==> config.mk <==
export PLATFORM = sky130hd
export DESIGN_NAME = sas_ram
export DESIGN_NICKNAME = d
export VERILOG_FILES = /design/src/sv/sas_ram.sv
export SDC_FILE = /design/constraint.sdc
export NUM_CORES = 1
export LEC_CHECK = 0
export BUFFER_PORTS_ARGS = -buffer_cell sky130_fd_sc_hd__buf_2
export CORE_ASPECT_RATIO = 0.6
export CORE_UTILIZATION = 37
export CTS_BUF_LIST = sky130_fd_sc_hd__clkbuf_4
export CTS_CLUSTER_DIAMETER = 120
export CTS_CLUSTER_SIZE = 20
export DETAILED_ROUTE_END_ITERATION = 12
export MAX_ROUTING_LAYER = met4
export PLACE_DENSITY_LB_ADDON = 0.2
export SLEW_MARGIN = 15
export SYNTH_ARGS = -nofsm -noshare
export SYNTH_HDL_FRONTEND = slang
export SYNTH_SLANG_ARGS = --single-unit
==> constraint.sdc <==
create_clock -name clk -period 3.4 [get_ports clk]
set_clock_uncertainty 0.15 [all_clocks]
set_input_delay 0.34 -clock clk [delete_from_list [all_inputs] [get_ports clk]]
set_output_delay 0.34 -clock clk [all_outputs]
set_load 0.005 [all_outputs]
==> src/sv/sas_ram.sv <==
module sas_ram #(
    parameter int WIDTH = 8,
    parameter int DEPTH = 32
) (
    input  logic                     clk,
    input  logic                     we,
    input  logic [$clog2(DEPTH)-1:0] waddr,
    input  logic [WIDTH-1:0]         wdata,
    input  logic [$clog2(DEPTH)-1:0] raddr,
    output logic [WIDTH-1:0]         rdata
);
    logic [WIDTH-1:0] mem [DEPTH];

    always_ff @(posedge clk)
    begin
        if (we)
        begin
            mem[waddr] <= wdata;
        end
        rdata <= mem[raddr];
    end
endmodule

# == After elaboration in Yosys (flattened, before gate mapping) ==
# Memories as Yosys holds them, arrays and structs flattened. A register that Yosys moved wholly into a read port is not among the register bits.
# Cells that the tools add are included.
# Widths: inputs -> output; s select.
# word_totals
register_bits,0
latch_bits,0
ram_bits,256
romBits,0
in_bits,20
out_inout_bits,8
elab_cells,3
memories,1
# classes
add_sub_neg,0
mul,0
div,0
order_cmp,0
eq_ne,0
shifts,0
muxes,2
n_bitwise,0
n_reduce_logical,0
# mem_list
memory,words,width,read_ports,rd_clocked_by_memory_dff,write_ports,line,text
mem,32,8,1,1,1,12,logic [WIDTH-1:0] mem [DEPTH];
# ops
cell,n
$mux 1,2

# == Longest topological paths before layout ==
# Gate-level depths: netlist of the first run.
# depth
depth_word,2
ltp_mapped,5
ltp_nobuf,3

# == Worst setup path after synthesis of the first run ==
# Ideal clock, no wire load.
# synth_path
path_kind,input-to-reg
startpoint,input port raddr[2]
endpoint,"register rdata[0], read port of mem"
setup_ns,0.121
t_arrival_ns,2.022
t_required_ns,3.129
path_slack_ns,1.108
path_stages,5
path_buffers,2
cell_sequence,clkbuf_1 clkbuf_1 mux4_2 mux4_2 mux2_2
# synth_lines
element,line,text
from (decl),9,"input logic [$clog2(DEPTH)-1:0] raddr,"
to (decl),10,output logic [WIDTH-1:0] rdata

==> impl_results.md, run 1 <==
* Status: finished clean
* Worst-skew pair later-pin latency at 690 ps
* GRT Overall Usage at 0.174
* Initial antenna violation count at 0
* Ant. Diodes at 0
* #FFs+latches synth at 264
* CTS Hold Bufs at 6
* Synth area leaders: edfxtp_1 76%, mux4_2 18%, dfxtp_1 1.6%, nor2_1 1.2%, mux2_2 0.90%
* Hold wc startpoint: wdata[1]
* CTS resizes at 0
* Initial Util at 0.379
* Distinct cells, synth at 15
* Final Setup Violations at 0
* Crit. End Element: register
* PwrDens at 483 nW/µm²
* Slew @ Worst Pin at 1080 ps
* Placed cell count at 791
* Worst path required time at 3820 ps
* Final Cell Area at 10900 µm²
* First-pass GRT wire length at 32400 µm
* Period utilisation layout at 0.597
* RD Place Congestion at 0.793
* Max clock buf depth at 3
* Die height at 130 µm
* RSZ-0062 raised after global routing: no
* Drt first pass iters at 5
* DRC at 0
* Port bufs at 27
* Setup Crit Path Kind: register to register
* Rows at 46
* CP max-delay cell: mux4_2
* CTS Buf Count at 17
* Worst slew margin at 0.279
* Post-Place Cell Area at 10600 µm²
* Clk pin slew, worst setup/hold paths at 190 ps
* DR iter-0 viols at 394
* DP Wirelength at 14800 µm
* Worst min path class: primary input to register
* Die width at 215 µm
* Crit-path most repeated cell: mux4_2
* Tmin final at 2030 ps
* Setup TNS at 0 ps
* Root Buffer Master: clkbuf_4
* Die area at 27900 µm²
* WL/cell at 27.6 µm
* Clock Sinks at 264
* Max IR drop VDD at 0.366 mV
* Crit Reg-Reg Startpoint: mem[22][5]$_DFFE_PP_
* Share of cells above drive strength 1 at 0.323
* Fillcell total at 2331
* Mapped Area at 10100 µm²
* Cells after synthesis at 417
* Vias per inst at 5.34
* Drt total wl at 22600 µm
* Final Util at 0.409
* Startpoint Class: register
* Post-synthesis sequential area ratio at 0.781
* Finished Layout Cells at 821
* Max Cap Viol at 0
* Cell taking the most area after synthesis: edfxtp_1
* Crit Path Max Fanout at 1
* Critical path, cell by cell: mux4_2 -> mux4_2 -> mux2_2
* Postcts setup bufs at 0
* Pin count of the biggest net entering global routing at 65
* CTS tree: done
* Leak pwr at 3.26 nW
* CP startpoint: mem[22][5]$_DFFE_PP_
* Final Max Tran Viols at 0
* Fmax at 0.492 GHz
* Post-synth top area share at 0.765
* H-tree levels at 1
* Crit path DAT at 2460 ps
* Yosys warns at 0
* Delay of the slowest cell on the worst path at 560 ps
* Ports at 28
* Area of the core at 26500 µm²
* Area growth syn-to-layout at 8.00%
* Vias in the first global route at 4510
* Top Family by Delay on Critical Path: multiplexers
* Global route overflow at 0
* DRT antenna net count at 0
* Fin nets at 476
* Vias at 4386
* Final Hold Viols at 0
* Syn_nets at 437
* Crit path buf inv count at 0
* Syn Area/Cell at 24.1 µm²
[through the flow]
stage	setup slack, ps	hold slack [ps]	power (W)
finish	1370	63.2	0.00524
global route	1340	8.48	0.00544
CTS	1360	9.92	0.00530
detailed placement	769	623	0.00407
global placement	772	623	0.00406
floorplan	1110	289	0.00389
[power breakdown]
part	switching, W	internal, W
logic	0.000205	0.000152
clock network	0.000940	0.000311
registers	0.0000184	0.00362
[cells in the final DEF (no fill, tap or decap)]
master / synthesis / final
buf_12: 0 / 2
dfxtp_1: 8 / 8
nand3b_1: 5 / 5
clkbuf_4: 0 / 22
edfxtp_1: 256 / 256
nor2_1: 33 / 33
inv_12: 0 / 1
buf_2: 1 / 26
mux4_2: 80 / 80
dlygate4sd3_1: 0 / 6
buf_4: 6 / 6
inv_2: 0 / 1
or3b_2: 3 / 3
nand2_1: 1 / 1
nand3_1: 2 / 2
mux2_2: 8 / 8
or3_1: 1 / 1
[worst paths after layout]
path	end	slack [ps]	cells past startpoint
max reg2reg	rdata[5]$_DFF_P_	1370	3
max	rdata[5]$_DFF_P_	1370	3
min reg2reg	rdata[1]$_DFF_P_	790	3
min	mem[21][1]$_DFFE_PP_	60	1
[cell type report]
class	count	area [µm²]	share of cell area
sequential	264	7850	0.723
clock buffer	22	165	0.0152
tap	360	450	0.0415
multi-input combinational	133	2100	0.193
clock inverter	2	20.0	0.00184
timing repair buffer	40	275	0.0254
[Yosys cell counts]
| cell | n |
|---|---|
| or3b_2 | 3 |
| nand3b_1 | 5 |
| buf_4 | 6 |
| edfxtp_1 | 256 |
| nand2_1 | 1 |
| nand3_1 | 2 |
| mux4_2 | 80 |
| buf_1 | 6 |
| buf_6 | 1 |
| nor2_1 | 33 |
| buf_2 | 1 |
| dfxtp_1 | 8 |
| or3_1 | 1 |
| mux2_2 | 8 |
| clkbuf_1 | 6 |
[logic make-up after synthesis]
logic type | share of synthesized area
flip-flops | 0.781
multiplexers | 0.188
AND/OR/NAND/NOR | 0.0207
buffers and inverters | 0.0106
[flip-flops by register name, summed over array words and instances, names as in the netlist]
name,flops
mem,256
rdata,8
[layer usage]
layer | vias up | share of wire | GRT usage
met2 | 142 | 0.43 | 0.238
li1 | 1837 | - | -
met5 | - | 0 | -
met1 | 2391 | 0.48 | 0.263
met4 | 0 | 0.0094 | 0.0206
met3 | 16 | 0.085 | 0.0500
Power figures use the tool's default switching activity.
==> run 2, diff against run 1 <==
clock period = 2.08 ns   (was 3.4 ns; I/O delays follow)
==> run 2 against run 1 <==
  * Final area rose by 4.4%
  * Fmax increased by 2.2%
  * Register-to-register slack worse by 1300 ps
  * Clock power grew 64%
  * Setup slack got worse by 1300 ps
  * Sequential power up 63%
  * Flip-flop and latch count is the same
  * Via count up 3.6%
  * Final cell count increased by 6.0%
  * Utilization rose by 1.8 points
==> impl_results.md, run 2 (same netlist as run 1, synthesis figures left out) <==
* Initial Util at 0.379 (unchanged)
* WL/cell at 25.6 µm (-7.0%)
* RSZ-0062 raised after global routing: no
* CTS Buf Count at 17 (unchanged)
* Port bufs at 27 (unchanged)
* Die height at 130 µm (unchanged)
* Final Hold Viols at 0 (unchanged)
* Worst-skew pair later-pin latency at 670 ps (-20 ps)
* Worst slew margin at 0.551 (+0.271)
* First-pass GRT wire length at 32200 µm (-0.68%)
* Critical path, cell by cell: mux4_2 -> mux4_2 -> mux2_2
* Tmin final at 1990 ps (-43.0 ps)
* Crit. End Element: register
* Area growth syn-to-layout at 12.7%
* Pre-CTS WS at -210 ps (-978 ps)
* Vias per inst at 5.22 (-2.3%)
* Global route overflow at 0 (unchanged)
* Die width at 215 µm (unchanged)
* Setup TNS at 0 ps (unchanged)
* CTS tree: done
* Crit Path Max Fanout at 1 (unchanged)
* Vias at 4543 (+3.6%)
* DR iter-0 viols at 508 (+29%)
* DRC at 0 (unchanged)
* Fin nets at 523 (+9.9%)
* Clk pin slew, worst setup/hold paths at 200 ps (about the same)
* Postcts setup bufs at 0 (unchanged)
* Worst min path class: primary input to register
* Final setup margin at 91.6 ps (-1280 ps)
* PwrDens at 760 nW/µm² (+57%)
* CTS Hold Bufs at 11 (+5)
* Final Max Tran Viols at 0 (unchanged)
* Drt total wl at 22300 µm (-1.5%)
* Vias in the first global route at 4480 (-0.67%)
* H-tree levels at 1 (unchanged)
* Area of the core at 26500 µm² (unchanged)
* Reg with most FFs: mem
* Setup Crit Path Kind: register to register
* DP Wirelength at 14600 µm (-2.0%)
* Period utilisation layout at 0.956 (+0.359)
* Top flop regs: mem: 256 flops, rdata: 8 flops
* Status: finished clean
* GRT Overall Usage at 0.171 (-0.00314)
* Slew @ Worst Pin at 674 ps (-403 ps)
* Initial antenna violation count at 3 (+3)
* Max Cap Viol at 0 (unchanged)
* Delay of the slowest cell on the worst path at 540 ps (-20 ps)
* Leak pwr at 3.53 nW (+8.6%)
* Drt first pass iters at 6 (+1)
* Worst path required time at 2520 ps (-1300 ps)
* Fmax at 0.503 GHz (+2.2%)
* RD Place Congestion at 0.849 (+7.0%)
* Startpoint Class: register
* Final Setup Violations at 0 (unchanged)
* Ports at 28 (unchanged)
* Clock Sinks at 264 (unchanged)
* Max reg flops at 256 (unchanged)
* Commonest non-fill, non-tap cell in the layout: edfxtp_1
* Crit path DAT at 2430 ps (-30 ps)
* Max clock buf depth at 3 (unchanged)
* Max IR drop VDD at 0.355 mV (-3.1%)
* Rows at 46 (unchanged)
* CP max-delay cell: mux4_2
* Most frequent cells in the layout: 256 x edfxtp_1, 80 x mux4_2, 40 x buf_4
* CTS resizes at 0 (unchanged)
* DRT antenna net count at 0 (unchanged)
* Fillcell total at 2273 (-2.5%)
* Crit-path most repeated cell: mux4_2
* Root Buffer Master: clkbuf_4
* Share of cells above drive strength 1 at 0.376 (+0.0528)
* Pin count of the biggest net entering global routing at 33 (-49%)
* Fin Hold WS at 120 ps (+56.8 ps)
* Die area at 27900 µm² (unchanged)
run 2: path summary, 6_finish.rpt:
path / cells past startpoint / slack [ps] / end / startpoint
max: 3 / 90 / rdata[3]$_DFF_P_ / mem[31][3]$_DFFE_PP_
min: 4 / 120 / mem[31][1]$_DFFE_PP_ / waddr[3]
max reg2reg: 3 / 90 / rdata[3]$_DFF_P_ / mem[31][3]$_DFFE_PP_
min reg2reg: 3 / 770 / rdata[5]$_DFF_P_ / mem[17][5]$_DFFE_PP_
run 2: layer usage:
layer | up-vias | track usage | wire length, µm
met3 | 25 | 0.0458 | 1760
met4 | 0 | 0.0227 | 254
met2 | 143 | 0.226 | 9240
met1 | 2437 | 0.266 | 11000
met5 | - | - | 0
li1 | 1938 | - | -
run 2: metrics by stage:
stage / instances / power (W) / cell area [µm²] / utilization
global placement: 833 / 0.00667 / 11000 / 0.416
detailed placement: 833 / 0.00668 / 11000 / 0.416
global route: 869 / 0.00895 / 11300 / 0.427
finish: 870 / 0.00861 / 11300 / 0.427
CTS: 868 / 0.00871 / 11300 / 0.427
floorplan: 417 / 0.00636 / 10100 / -
run 2: worst max-delay path: cells and delay by family, from the launching register on:
family / cells / cell delay, ps
flip-flops: 1 / 410
multiplexers: 3 / 1350
run 2: power by group:
part           internal (W)  leakage, nW  switching [W]
registers           0.00591         2.37      0.0000228
logic              0.000295         1.05       0.000343
clock network      0.000526        0.113        0.00152
run 2: cell type report:
type	count	area [µm²]	area share
Sequential cell	264	7850	0.693
Multi-Input combinational cell	133	2100	0.185
Timing Repair Buffer	87	741	0.0654
Tap cell	360	450	0.0397
Clock buffer	23	173	0.0152
Clock inverter	1	16.3	0.00144
Antenna cell	2	5.00	0.000442
==> run 3, diff against run 2 <==
CELL_PAD_IN_SITES_DETAIL_PLACEMENT = 0   (was unset)
CELL_PAD_IN_SITES_GLOBAL_PLACEMENT = 2   (was unset)
CORE_MARGIN = 5   (was unset)
clock period = 2 ns   (was 2.08 ns; I/O delays follow)
==> run 3 against run 2 <==
  * The run now ends with setup timing left
  * Critical path depth stayed put
  * Largest power group unchanged
  * Routed wire length grew 7.2%
  * Die area increased by 10%
  * Global-route usage shrank 0.64 points
  * First-iteration DRC count unchanged
  * Count of clock-buffer cells in the layout fell by 1
  * Final area hardly changed
  * Critical path type unchanged
==> impl_results.md, run 3 (same netlist as run 1, synthesis figures left out) <==
* Commonest non-fill, non-tap cell in the layout: edfxtp_1
* Sw Ratio at 0.221 (+0.00233)
* Clock group share of total power at 0.235 (-0.002)
* Initial antenna violation count at 1 (-2)
* Vias in the first global route at 4603 (+2.7%)
* Leak pwr at 3.54 nW (+0.28%)
* Period utilisation layout at 1.00 (+0.0480)
* P_int at 0.00698 W (+3.8%)
* Initial Util at 0.378 (-0.000820)
* WL/cell at 27.5 µm (+7.4%)
* Final Hold Viols at 0 (unchanged)
* Final Max Tran Viols at 0 (unchanged)
* PwrDens at 791 nW/µm² (+4.0%)
* Most frequent cells in the layout: 256 x edfxtp_1, 80 x mux4_2, 42 x buf_4
* GRT Overall Usage at 0.165 (-0.00637)
* DRC at 0 (unchanged)
* Worst-skew pair later-pin latency at 690 ps (+20 ps)
* CTS Buf Count at 17 (unchanged)
* Worst min path class: primary input to register
* Final setup margin at -7.90 ps (-99.4 ps)
* DP Wirelength at 15600 µm (+7.3%)
* RSZ-0062 raised after global routing: yes
* Placed cell count at 836 (+0.36%)
* Crit-path most repeated cell: mux4_2
* CP max-delay cell: mux4_2
* Vias per inst at 5.32 (+1.8%)
* Finished Layout Cells at 868 (-0.23%)
* Max Cap Viol at 0 (unchanged)
* Share of cells above drive strength 1 at 0.380 (+0.00394)
* Fmax at 0.498 GHz (-0.97%)
* Postcts setup bufs at 0 (unchanged)
* CTS tree: done
* Top flop regs: mem: 256 flops, rdata: 8 flops
* Die area at 30700 µm² (+10%)
* Startpoint Class: register
* Clk pin slew, worst setup/hold paths at 210 ps (about the same)
* Pin count of the biggest net entering global routing at 33 (unchanged)
* Root Buffer Master: clkbuf_4
* Setup Crit Path Kind: register to register
* Port bufs at 27 (unchanged)
* P_sw at 0.00198 W (+5.2%)
* Ant. Diodes at 0 (-2)
* Clock Sinks at 264 (unchanged)
* Die width at 223 µm (+3.7%)
* DR iter-0 viols at 508 (unchanged)
* Worst path required time at 2440 ps (-80 ps)
* First-pass GRT wire length at 34600 µm (+7.6%)
* Failing checks: setup timing
* Setup TNS at -7.90 ps (-7.90 ps)
* Seq pwr share at 0.688 (about the same)
* DRT antenna net count at 0 (unchanged)
* Slew @ Worst Pin at 693 ps (+18.5 ps)
* Crit path DAT at 2440 ps (about the same)
* Tmin final at 2010 ps (+19.4 ps)
* Area of the core at 26600 µm² (+0.22%)
* Reg with most FFs: mem
* Ports at 28 (unchanged)
* Drt total wl at 23900 µm (+7.2%)
* Critical path, cell by cell: mux4_2 -> mux4_2 -> mux2_4
* H-tree levels at 1 (unchanged)
* Status: finished, violations left
* Max IR drop VDD at 0.380 mV (+7.2%)
* Crit. End Element: register
* Area growth syn-to-layout at 12.8% (about the same)
* Delay of the slowest cell on the worst path at 530 ps (about the same)
* Combinational Power Share at 0.077 (+0.003)
* Die height at 138 µm (+6.2%)
* Drt first pass iters at 4 (-2)
* Final Setup Violations at 1 (+1)
* Crit Path Max Fanout at 1 (unchanged)
* Max reg flops at 256 (unchanged)
* Fin nets at 524 (+0.19%)
* Max clock buf depth at 3 (unchanged)
* Rows at 46 (unchanged)
* Worst slew margin at 0.538 (-0.0124)
* Global route overflow at 0 (unchanged)
* RD Place Congestion at 0.747 (-12%)
* Vias at 4615 (+1.6%)
## run 3: cell count changes in the layout (fill, tap and decap cells not counted), sizes merged
| cell | previous run | this run |
|---|---|---|
| buf | 76 | 79 |
| clkbuf | 23 | 22 |
| diode | 2 | 0 |
| dlygate4sd3 | 11 | 9 |
## run 3: per-layer routing
metal | vias to the layer above | global-route usage | share of wire
met5 | - | - | 0
met4 | 0 | 0.0228 | 0.013
met3 | 21 | 0.0298 | 0.056
met2 | 131 | 0.216 | 0.41
met1 | 2522 | 0.272 | 0.52
li1 | 1941 | - | -
## run 3: final timing paths
kind | start | endpoint | slack [ps] | cells after the start
worst max-delay path | mem[14][7]$_DFFE_PP_ | rdata[7]$_DFF_P_ | -8 | 3
worst max register to register | mem[14][7]$_DFFE_PP_ | rdata[7]$_DFF_P_ | -8 | 3
worst min register to register | mem[31][0]$_DFFE_PP_ | rdata[0]$_DFF_P_ | 780 | 3
worst min-delay path | raddr[1] | rdata[4]$_DFF_P_ | 40 | 4
## run 3: repair_timing
item                                   in CTS  in global routing
gates resized for setup                     1                  0
setup endpoints to repair                   1                  5
hold buffers                                9                  0
endpoints found under the hold margin     264                  0
## run 3: cell type report
class	count	area (µm²)
multi-input cells	133	2100
fillers	2344	15300
clock buffers	22	165
repair buffers	88	756
well taps	360	450
clock inverters	1	16.3
flip-flops and latches	264	7850
## run 3: worst max-delay path, delay by kind of cell (launching register included)
kind	cells	cell delay, ps
mux	3	1340
flops	1	410
## run 3: through the flow
stage	area [µm²]	hold slack, ps	total power [W]	util	setup WS [ps]
after floorplan	10100	149	0.00662	-	0.219
after CTS	11300	2.35	0.00907	0.426	0.459
after global placement	11100	441	0.00697	0.416	-332
after detailed placement	11100	450	0.00698	0.416	-317
final	11300	41.9	0.00896	0.426	-7.90
after global routing	11300	5.05	0.00935	0.426	-28.5
## run 3: power groups by stage
stage          Combinational (W)  Sequential (W)  Clock, W
2_1_floorplan           0.000335         0.00629         0
4_1_cts                 0.000700         0.00617   0.00219
6_report                0.000687         0.00617   0.00211
3_3_place_gp            0.000671         0.00630         0
3_5_place_dp            0.000683         0.00630         0
5_1_grt                 0.000733         0.00618   0.00243
