## config.mk

```make
export PLATFORM = sky130hd
export DESIGN_NAME = sas_div
export DESIGN_NICKNAME = d
export VERILOG_FILES = /design/src/sv/sas_pkg.sv /design/src/sv/sas_div.sv
export SDC_FILE = /design/constraint.sdc
export NUM_CORES = 1
export LEC_CHECK = 0
export BUFFER_PORTS_ARGS = -buffer_cell sky130_fd_sc_hd__buf_4
export CORE_ASPECT_RATIO = 0.7
export CORE_MARGIN = 4
export CORE_UTILIZATION = 50
export CTS_CLUSTER_SIZE = 28
export DETAILED_ROUTE_END_ITERATION = 8
export MAX_ROUTING_LAYER = met4
export PLACE_DENSITY_LB_ADDON = 0.15
export REMOVE_ABC_BUFFERS = 1
export SYNTH_ARGS = -nofsm -noshare
export SYNTH_HDL_FRONTEND = slang
export SYNTH_SLANG_ARGS = --single-unit
```

## constraint.sdc

```tcl
create_clock -name clk -period 14.1 [get_ports clk]
set_input_delay 0.705 -clock clk [delete_from_list [all_inputs] [get_ports clk]]
set_output_delay 0.705 -clock clk [all_outputs]
set_load 0.01 [all_outputs]
```

## src/sv/sas_pkg.sv

```systemverilog
package sas_pkg;

    localparam int FUNC_W = 3;
    localparam int STATUS_W = 2;
    localparam int VALUE_W = 7;
    localparam int RATE_W = 36;
    localparam int NOW_W = 64;
    localparam int TICKS_W = 32;

    localparam logic [2:0] FN_CREATE = 3'd0;
    localparam logic [2:0] FN_TICK = 3'd1;
    localparam logic [2:0] FN_FORCE = 3'd2;
    localparam logic [2:0] FN_STEP = 3'd3;
    localparam logic [2:0] FN_RD_FRAME = 3'd4;
    localparam logic [2:0] FN_RD_STATE = 3'd5;

    localparam logic [1:0] ST_OK = 2'd0;
    localparam logic [1:0] ST_INVALID = 2'd1;
    localparam logic [1:0] ST_FULL = 2'd2;
    localparam logic [1:0] ST_NONE = 2'd3;

    localparam logic [1:0] SL_IDLE = 2'd0;
    localparam logic [1:0] SL_RUNNING = 2'd1;
    localparam logic [1:0] SL_COMMITTED = 2'd2;

    localparam logic [15:0] MAX_MS = 16'd60000;
    localparam logic [9:0] MS_PER_S = 10'd1000;
    localparam logic [11:0] TICKS_PER_MS = 12'd2400;

    localparam logic [26:0] RECIP_MS = 27'd68719477;
    localparam int RECIP_SHIFT = 36;

    typedef struct packed {
        logic [2:0] func;
        logic [2:0] console;
        logic [3:0] slot_index;
        logic [4:0] sprite;
        logic [15:0] frame_count;
        logic [15:0] duration_ms;
        logic [7:0] interp;
        logic [63:0] now;
    } req_t;

    typedef struct packed {
        logic kind;
        logic [1:0] status;
        logic [6:0] value;
        logic [2:0] out_console;
        logic [4:0] out_sprite;
        logic [3:0] out_slot;
        logic [5:0] out_frame;
        logic last;
    } rsp_t;

    typedef struct packed {
        logic start;
        logic [51:0] dividend;
    } div_req_t;

    typedef struct packed {
        logic done;
        logic [31:0] quotient;
    } div_stat_t;

endpackage

```

## src/sv/sas_div.sv

```systemverilog
module sas_div
    import sas_pkg::*;
(
    input  logic      clk,
    input  logic      rst_n,
    input  div_req_t  req,
    output div_stat_t stat
);
    localparam int DIGITS = 4;

    logic [63:0] num_reg, num_next;
    logic [9:0] rem_reg, rem_next;
    logic [25:0] part_reg, part_next;
    logic [15:0] digit_reg, digit_next;
    logic [31:0] quo_reg, quo_next;
    logic [2:0] cnt_reg, cnt_next;
    logic phase_reg, phase_next;
    logic busy_reg, busy_next;
    logic done_reg, done_next;

    logic [25:0] part;
    logic [52:0] scaled;
    logic [25:0] back;

    assign part = {rem_reg, num_reg[63:48]};
    assign scaled = 53'(part) * 53'(RECIP_MS);
    assign back = 26'(digit_reg) * 26'(MS_PER_S);

    always_comb
    begin
        num_next = num_reg;
        rem_next = rem_reg;
        part_next = part_reg;
        digit_next = digit_reg;
        quo_next = quo_reg;
        cnt_next = cnt_reg;
        phase_next = phase_reg;
        busy_next = busy_reg;
        done_next = 1'b0;
        if (req.start)
        begin
            num_next = 64'(req.dividend);
            rem_next = '0;
            quo_next = '0;
            cnt_next = 3'(DIGITS);
            phase_next = 1'b0;
            busy_next = 1'b1;
        end
        else if (busy_reg)
        begin
            if (!phase_reg)
            begin
                part_next = part;
                digit_next = 16'(scaled >> RECIP_SHIFT);
                phase_next = 1'b1;
            end
            else
            begin
                rem_next = 10'(part_reg - back);
                quo_next = {quo_reg[15:0], digit_reg};
                num_next = {num_reg[47:0], 16'd0};
                phase_next = 1'b0;
                cnt_next = cnt_reg - 3'd1;
                if (cnt_reg == 3'd1)
                begin
                    busy_next = 1'b0;
                    done_next = 1'b1;
                end
            end
        end
    end

    always_ff @(posedge clk or negedge rst_n)
    begin
        if (!rst_n)
        begin
            num_reg <= '0;
            rem_reg <= '0;
            part_reg <= '0;
            digit_reg <= '0;
            quo_reg <= '0;
            cnt_reg <= '0;
            phase_reg <= 1'b0;
            busy_reg <= 1'b0;
            done_reg <= 1'b0;
        end
        else
        begin
            num_reg <= num_next;
            rem_reg <= rem_next;
            part_reg <= part_next;
            digit_reg <= digit_next;
            quo_reg <= quo_next;
            cnt_reg <= cnt_next;
            phase_reg <= phase_next;
            busy_reg <= busy_next;
            done_reg <= done_next;
        end
    end

    assign stat.done = done_reg;
    assign stat.quotient = quo_reg;
endmodule

```

Word level (Yosys, flattened, before mapping) --
Cells that the tools add are included.
Operators by class: bitwise logic cells 2, $add $sub $neg 2, multiply operators 2, equal/unequal tests 1, shift-type cells 0, div/mod/pow operators 0, reductions and logical operators 4, magnitude comparators 0, muxes and demuxes 23
Operator list (count):
- $mux W64 | 3
- $mux W32 | 3
- $mul A26 B27 Y52 const B | 1
- $mux W10 | 3
- $mul A16 B7 Y7 const B | 1
- $mux W1 | 11
- $sub A10 B10 Y10 | 1
- $mux W3 | 3
- $reduce_bool A2 Y1 | 2
- $eq A3 B1 Y1 const B | 1
- $reduce_and A3 Y1 | 1
- $sub A3 B1 Y3 const B | 1
- $not A1 Y1 | 2
- $reduce_and A2 Y1 | 1
Word-level totals: flip-flop bits (word level) 138, bits in read-only memories 0, input bits 55, memories kept 0, bits in latches 0, bits in writable memories 0, word-level logic and storage cells 43

Logic depth before layout (Yosys ltp) --
Gate-level depths: netlist (run 1).
depth in word-level cells 5, gate-level depth with buffers 24

Worst setup path after synthesis (run 1) --
No wires, ideal clock.
kind flip-flop to flip-flop, start register num_reg[63], end register digit_reg[14], buffers on the path 0, cell stages (with the launch flop) 23, data arrival time 5.952 ns, library setup time 0.092 ns, slack 8.056 ns, cell sequence dfrtp_1 inv_1 ha_1 fa_1 inv_1 fa_1 inv_1 fa_1 inv_1 fa_1 fa_1 inv_1 fa_1 inv_1 ha_1 nand2_1 nor4_1 and2_1 a221o_1 a211oi_4 a21oi_1 a41o_1 o31ai_2
Between the ends: cells in the longest elaborated chain, start to end 1
RTL lines:
- start: declaration | RTL line sas_div.sv:11 | logic [63:0] num_reg, num_next;
- start signal: assignment | RTL line sas_div.sv:89 | num_reg <= num_next;
- $mul A26 B27 Y52 | RTL line sas_div.sv:26 | assign scaled = 53'(part) * 53'(RECIP_MS);
- end signal: assignment | RTL line sas_div.sv:92 | digit_reg <= digit_next;
- end: declaration | RTL line sas_div.sv:14 | logic [15:0] digit_reg, digit_next;
Every way passes these cells. A chain may end at the register's enable or synchronous reset.

Final worst setup path (run 1) --
start register rem_reg[1], end register digit_reg[1]
Between the ends: cells in the longest elaborated chain, start to end 1
RTL lines:
- start: declaration | RTL line sas_div.sv:12 | logic [9:0] rem_reg, rem_next;
- start signal: assignment | RTL line sas_div.sv:90 | rem_reg <= rem_next;
- $mul A26 B27 Y52 | RTL line sas_div.sv:26
Every way passes these cells.

==> run summary, run 1 <==
Status - complete, no violations
Initial Util - 0.511
Post-synth ARST share - 1.00
Net Switching - 0.00222 W
Reg2reg setup slack - 6.87 ns
Hold buffers post-CTS - 0
Yosys warns - 0
Hold Vio Cnt, Final - 0
# rows - 55
Main flop type after synthesis - dfrtp_1
CP arrival - 7.56 ns
Syn Inst Count - 1729
Maxcap violations - 0
Slew Viols, Final - 0
Most common cell after layout, fill and taps aside - inv_1
Synthesized area per cell - 9.59 sq um
Switching share of total power - 0.519
Post-CTS Setup Repair Bufs - 0
Total CTS buffers - 17
CTS sink cnt - 138
Largest net degree at the start of global routing - 94
Hpwl dp - 36000 microns
CORE AREA - 0.0325 sq mm
Number of global-route vias before repair - 12153
Worst Setup End Kind - flop
PortBufs - 87
Setup tns final - 0 ns
Worst VDD drop - 196 uV
Endpoints failing setup - 0
Share of post-route cells with drive strength above 1 - 0.0785
Netlist cell types - 53
Tightest Pin Transition - 1.23 ns
Ranking of synthesized cells by area - fa_1, ha_1, dfrtp_1
DRC - 0
CTS tree - yes
Clock power frac - 0.108
CTS H-Tree Depth - 4
Drt pass-1 iters - 5
Max FFs per register - 64
First-pass GRT wire length - 69000 microns
Leak - 9.84 nW
Total wire length - 43200 microns
Slew HR - 0.169
Worst Path Required - 14.43 ns
Antenna cells - 0
NumNets Final - 2355
Post-synthesis register bit count - 138
Area leader, netlist - fa_1
Fmax - 138 MHz
Period utilization - 0.513
Via count - 11786
Die height - 160 microns
CTS resizes - 0
CTS Buffer Depth - 2
End of the worst register-to-register path - digit_reg[1]$_DFFE_PN0P_
I/O pin count - 88
CP startpoint kind - flop
Internal power - 0.00205 W
Die area - 0.0362 sq mm
Final Core Density - 0.562
Number of routed nets with antenna violations - 0
Min Tclk post-route - 7.23 ns
Pre-CTS WS - 6.87 ns
Initial DRC count - 952
Via/cell ratio - 5.27
Gr ovfl total - 0
Hold Crit Class - in -> async
Syn-to-layout area delta - 10.1%
WS Path Type - reg -> reg
Critical-path maximum fanout - 9
EDFF count, synth - 0
Cell Area, Synth - 0.0166 sq mm
Clk_lat worst skew - 0.44 ns
Power Density - 234 mW/mm^2
Routability Congestion - 1.04
Clock Skew - 0.00946 ns
Overall routing resource usage - 0.255
Most frequent cells in the layout - inv_1, ha_1, nand2_1
Combinational share of power - 0.766
Die X - 226 microns
Final setup margin - 6.87 ns
Initial antenna violation count - 0
Yosys top cell area share - 0.261
Worst R2R Start - rem_reg[1]$_DFFE_PN0P_
Register share of total power - 0.126
Root Driver - clkbuf_16
Routed len/inst - 19.3 microns
RSZ-0062 raised after global routing - false
R2R cell count - 18
Sequential fraction of the synthesis area - 0.208
Clock transition at the registers of the reported paths - 0.07 ns
==> power groups by stage <==
stage	clock, W	sequential, W	combinational, W
floorplan	0	0.000507	0.00239
global placement	0	0.000543	0.00324
detailed placement	0	0.000543	0.00326
CTS	0.000473	0.000537	0.00328
global route	0.000493	0.000545	0.00376
finish	0.000463	0.000537	0.00327
==> per-layer routing <==
layer / share of wire / GRT usage
met5: 0 / -
met4: 0.0096 / 0.0434
met3: 0.078 / 0.0561
met2: 0.39 / 0.331
met1: 0.52 / 0.410
==> per-stage QoR <==
stage / total power, W / hold slack, ns / cells / area [sq um]
6_report: 0.00427 / 0.275 / 2235 / 18300
3_3_place_gp: 0.00378 / 0.461 / 2204 / 17600
2_1_floorplan: 0.00290 / 0.409 / 1684 / 16400
4_1_cts: 0.00429 / 0.288 / 2235 / 18300
3_5_place_dp: 0.00380 / 0.470 / 2205 / 17700
5_1_grt: 0.00480 / 0.323 / 2235 / 18300
==> worst max path at each step <==
stage	slack, ns	endpoint	startpoint
floorplan	8.05	digit_reg[14]$_DFFE_PN0P_	num_reg[63]$_DFFE_PN0P_
global placement	6.57	digit_reg[2]$_DFFE_PN0P_	rem_reg[2]$_DFFE_PN0P_
detailed placement	6.87	digit_reg[1]$_DFFE_PN0P_	num_reg[63]$_DFFE_PN0P_
CTS	6.84	digit_reg[1]$_DFFE_PN0P_	num_reg[63]$_DFFE_PN0P_
global route	6.61	digit_reg[3]$_DFFE_PN0P_	num_reg[63]$_DFFE_PN0P_
finish	6.87	digit_reg[1]$_DFFE_PN0P_	rem_reg[1]$_DFFE_PN0P_
==> cells in the mapped netlist, drive strengths merged (2+ instances only) <==
cell type / instances
nand4: 11
nor4: 3
nand3b: 2
xor2: 5
a211oi: 11
and2: 4
a21oi: 90
nor3: 8
nor3b: 3
mux2i: 36
nand3: 8
and3: 4
fa: 216
ha: 287
a211o: 2
or2: 5
clkbuf: 41
o41ai: 2
a2111oi: 3
dfrtp: 138
o21bai: 7
a221o: 2
o211ai: 6
xnor2: 25
nand2: 219
nor2: 30
or3: 2
a21o: 26
o21ai: 91
o21ba: 2
nand2b: 2
a31oi: 5
mux2: 3
inv: 405
o31ai: 7
nor4b: 3
buf: 4
o21a: 3
==> kinds of logic (layout without fill, tap and decap cells) <==
family | count (synthesis) | count (layout) | share of synthesized area
compound gates | 263 | 263 | 0.0946
simple gates | 306 | 306 | 0.0779
flops | 138 | 138 | 0.208
buf+inv | 450 | 529 | 0.103
fa+ha+maj | 503 | 503 | 0.477
xor+xnor | 30 | 30 | 0.0158
mux | 39 | 39 | 0.0238
==> worst max-delay path, stage by stage (launching register included) <==
cell and delay (ns):
dfrtp_1 0.81, fa_1 0.54, fa_1 0.46, fa_1 0.48, fa_1 0.60, fa_1 0.45
fa_1 0.49, inv_1 0.05, fa_1 0.47, inv_1 0.04, ha_1 0.38, nand2_1 0.12
o21bai_1 0.17, a211oi_1 0.25, o211ai_1 0.21, nor4b_1 1.04, nor2_1 0.11, xnor2_1 0.18
mux2_2 0.26
==> final cells by class <==
class                      count  area, sq um
fill                        2988        14200
timing repair buffer          94          712
sequential                   138         3450
inverter                     405         1520
tap                          427          534
clock inverter                13          170
multi-input combinational   1141        11400
clock buffer                  17          425
No activity file was read; power rests on OpenSTA's default activity.
==> inputs of run 2 (changes only) <==
Clock period 14.1 ns to 6.4 ns, I/O delays scaled along.
==> run 2 against run 1 <==
Count of clock-buffer cells in the layout grew 1. Cell area increased by 4.2%. Sequential power grew 110%. Clock skew grew 0.0025 ns. Critical endpoint unchanged. Sequential share of layout area fell by 0.72 points. Via count rose by 1.6%. Hold slack got worse by 0.18 ns. Total power rose by 150%. Global-route usage shrank 0.18 points. Utilization up 2.4 points. Clock power grew 110%.
==> run summary, run 2 (synthesis results as in run 1) <==
Hold Vio Cnt, Final - 0 (unchanged)
Placed insts - 2271 (+3.0%)
Switching share of total power - 0.519 (+0.000672)
Initial Util - 0.511 (unchanged)
CTS H-Tree Depth - 4 (unchanged)
Number of routed nets with antenna violations - 0 (unchanged)
Status - complete, no violations
Leak - 10.2 nW (+3.6%)
Hpwl dp - 36200 microns (+0.48%)
Fin area - 0.0190 sq mm (+4.2%)
Period utilization - 0.969 (+0.456)
Most common cell after layout, fill and taps aside - inv_1
Initial DRC count - 595 (-38%)
Power Density - 551 mW/mm^2 (+140%)
Slew HR - 0.440 (+0.271)
I/O pin count - 88 (unchanged)
PortBufs - 87 (unchanged)
Routed len/inst - 18.6 microns (-3.6%)
Gr ovfl total - 0 (unchanged)
CORE AREA - 0.0325 sq mm (unchanged)
Worst hold stages - 3
Cell Area, Placed - 0.0182 sq mm (+2.9%)
WS Path Type - reg -> reg
Hold Crit Class - in -> reg
Worst VDD drop - 522 uV (+170%)
Final Power - 0.0105 W (+150%)
Worst Setup End Kind - flop
Combinational share of power - 0.800 (+0.034)
Max stage delay cell, worst path - fa_1
Die area - 0.0362 sq mm (unchanged)
CTS tree - yes
Min Tclk post-route - 6.20 ns (-1.03 ns)
Via/cell ratio - 5.19 (-1.5%)
First-pass GRT wire length - 69200 microns (+0.22%)
Total CTS buffers - 17 (unchanged)
Via count - 11973 (+1.6%)
Register share of total power - 0.109 (-0.017)
Worst path max stage delay - 0.53 ns (-0.51 ns)
CP startpoint kind - flop
Endpoints failing setup - 0 (unchanged)
Pre-CTS WS - -0.0311 ns (-6.90 ns)
Root Driver - clkbuf_16
Max FFs per register - 64 (unchanged)
DRC - 0 (unchanged)
Die height - 160 microns (unchanged)
Non-filler instance count after layout - 2306 (+3.2%)
Routability Congestion - 1.01 (-2.8%)
CP arrival - 6.53 ns (-1.03 ns)
Slew Viols, Final - 0 (unchanged)
Clock transition at the registers of the reported paths - 0.07 ns (about the same)
Critical-path maximum fanout - 5 (-4)
Initial antenna violation count - 0 (unchanged)
RSZ-0062 raised after global routing - true
Largest net degree at the start of global routing - 98 (+4.3%)
Die X - 226 microns (unchanged)
Crit path depth - 25 (+7)
WHS - 0.0919 ns (-0.184 ns)
Total wire length - 43000 microns (-0.57%)
Worst Path Required - 6.72 ns (-7.71 ns)
NumNets Final - 2424 (+2.9%)
Internal power - 0.00504 W (+150%)
CTS sink cnt - 138 (unchanged)
Net Switching - 0.00544 W (+150%)
R2R cell count - 25 (+7)
Clock Skew - 0.0120 ns (+0.00255 ns)
Syn-to-layout area delta - 14.7%
Worst path bufs/invs - 9 (+7)
Tightest Pin Transition - 0.840 ns (-0.389 ns)
Clk_lat worst skew - 0.43 ns (about the same)
Maxcap violations - 0 (unchanged)
Drt pass-1 iters - 4 (-1)
Overall routing resource usage - 0.254 (-0.00183)
# rows - 55 (unchanged)
Number of global-route vias before repair - 12371 (+1.8%)
Fmax - 161 MHz (+17%)
Most frequent cells in the layout - inv_1, ha_1, nand2_1
Share of post-route cells with drive strength above 1 - 0.138 (+0.0598)
CTS Buffer Depth - 2 (unchanged)
Top Family by Delay on Critical Path - adder cells
Final setup margin - 0.198 ns (-6.67 ns)
Antenna cells - 0 (unchanged)
Clock power frac - 0.091 (-0.017)
[run 2: cell types whose count changed in the layout (fill, tap and decap cells not counted), sizes merged]
cell,change
buf,+69
inv,+5
bufinv,-3
clkbuf,+1
clkdlybuf4s18,-1
clkinv,-1
dlygate4sd3,+1
[run 2: worst min-delay path, delay by kind of cell]
family	cells	cell delay, ns
compound gates	1	0.05
simple gates	1	0.04
buf+inv	1	0.07
[run 2: layer usage]
metal | part of all wire | global-route usage | vias to the layer above | routed length (microns)
li1 | - | - | 5772 | -
met1 | 0.52 | 0.394 | 5903 | 22100
met2 | 0.40 | 0.333 | 265 | 17000
met3 | 0.078 | 0.0720 | 33 | 3340
met4 | 0.011 | 0.0395 | 0 | 468
met5 | 0 | - | - | 0
[run 2: final timing paths]
check / from / end / slack [ns]
setup reg to reg: num_reg[60]$_DFFE_PN0P_ / digit_reg[1]$_DFFE_PN0P_ / 0.20
setup / recovery: num_reg[60]$_DFFE_PN0P_ / digit_reg[1]$_DFFE_PN0P_ / 0.20
hold reg to reg: cnt_reg[2]$_DFFE_PN0P_ / done_reg$_DFF_PN0_ / 0.47
min in group asynchronous: rst_n / digit_reg[12]$_DFFE_PN0P_ / 0.47
max in group asynchronous: rst_n / num_reg[12]$_DFFE_PN0P_ / 4.59
hold / removal: req[17] / num_reg[17]$_DFFE_PN0P_ / 0.09
[run 2: stage by stage]
stage | TNS [ns] | util
6_report | 0 | 0.586
5_1_grt | -0.0164 | 0.586
3_5_place_dp | -0.102 | 0.560
2_1_floorplan | 0 | -
3_3_place_gp | -0.0810 | 0.560
4_1_cts | 0 | 0.578
[run 2: final cells by class]
class	count	area [sq um]
clock inverters	14	131
flip-flops and latches	138	3460
repair buffers	163	1260
fillers	2855	13500
multi-input cells	1141	11700
well taps	427	534
clock buffers	18	439
inverters	405	1520
[run 2: power groups by stage]
stage / Sequential (W) / Combinational (W) / Clock, W
after CTS: 0.00114 / 0.00775 / 0.000974
after global routing: 0.00116 / 0.00943 / 0.00101
after floorplan: 0.00112 / 0.00527 / 0
after global placement: 0.00115 / 0.00763 / 0
after detailed placement: 0.00115 / 0.00767 / 0
final: 0.00114 / 0.00838 / 0.000954
[run 2: timing repair]
item / 4_1_cts / 5_1_grt
endpoints found under the hold margin: 74 / 0
buffers inserted: 0 / 2
pin swaps: 0 / 12
endpoints found under the setup margin: 4 / 16
hold buffers: 1 / 0
resized for setup: 4 / 56
gates cloned: 0 / 0
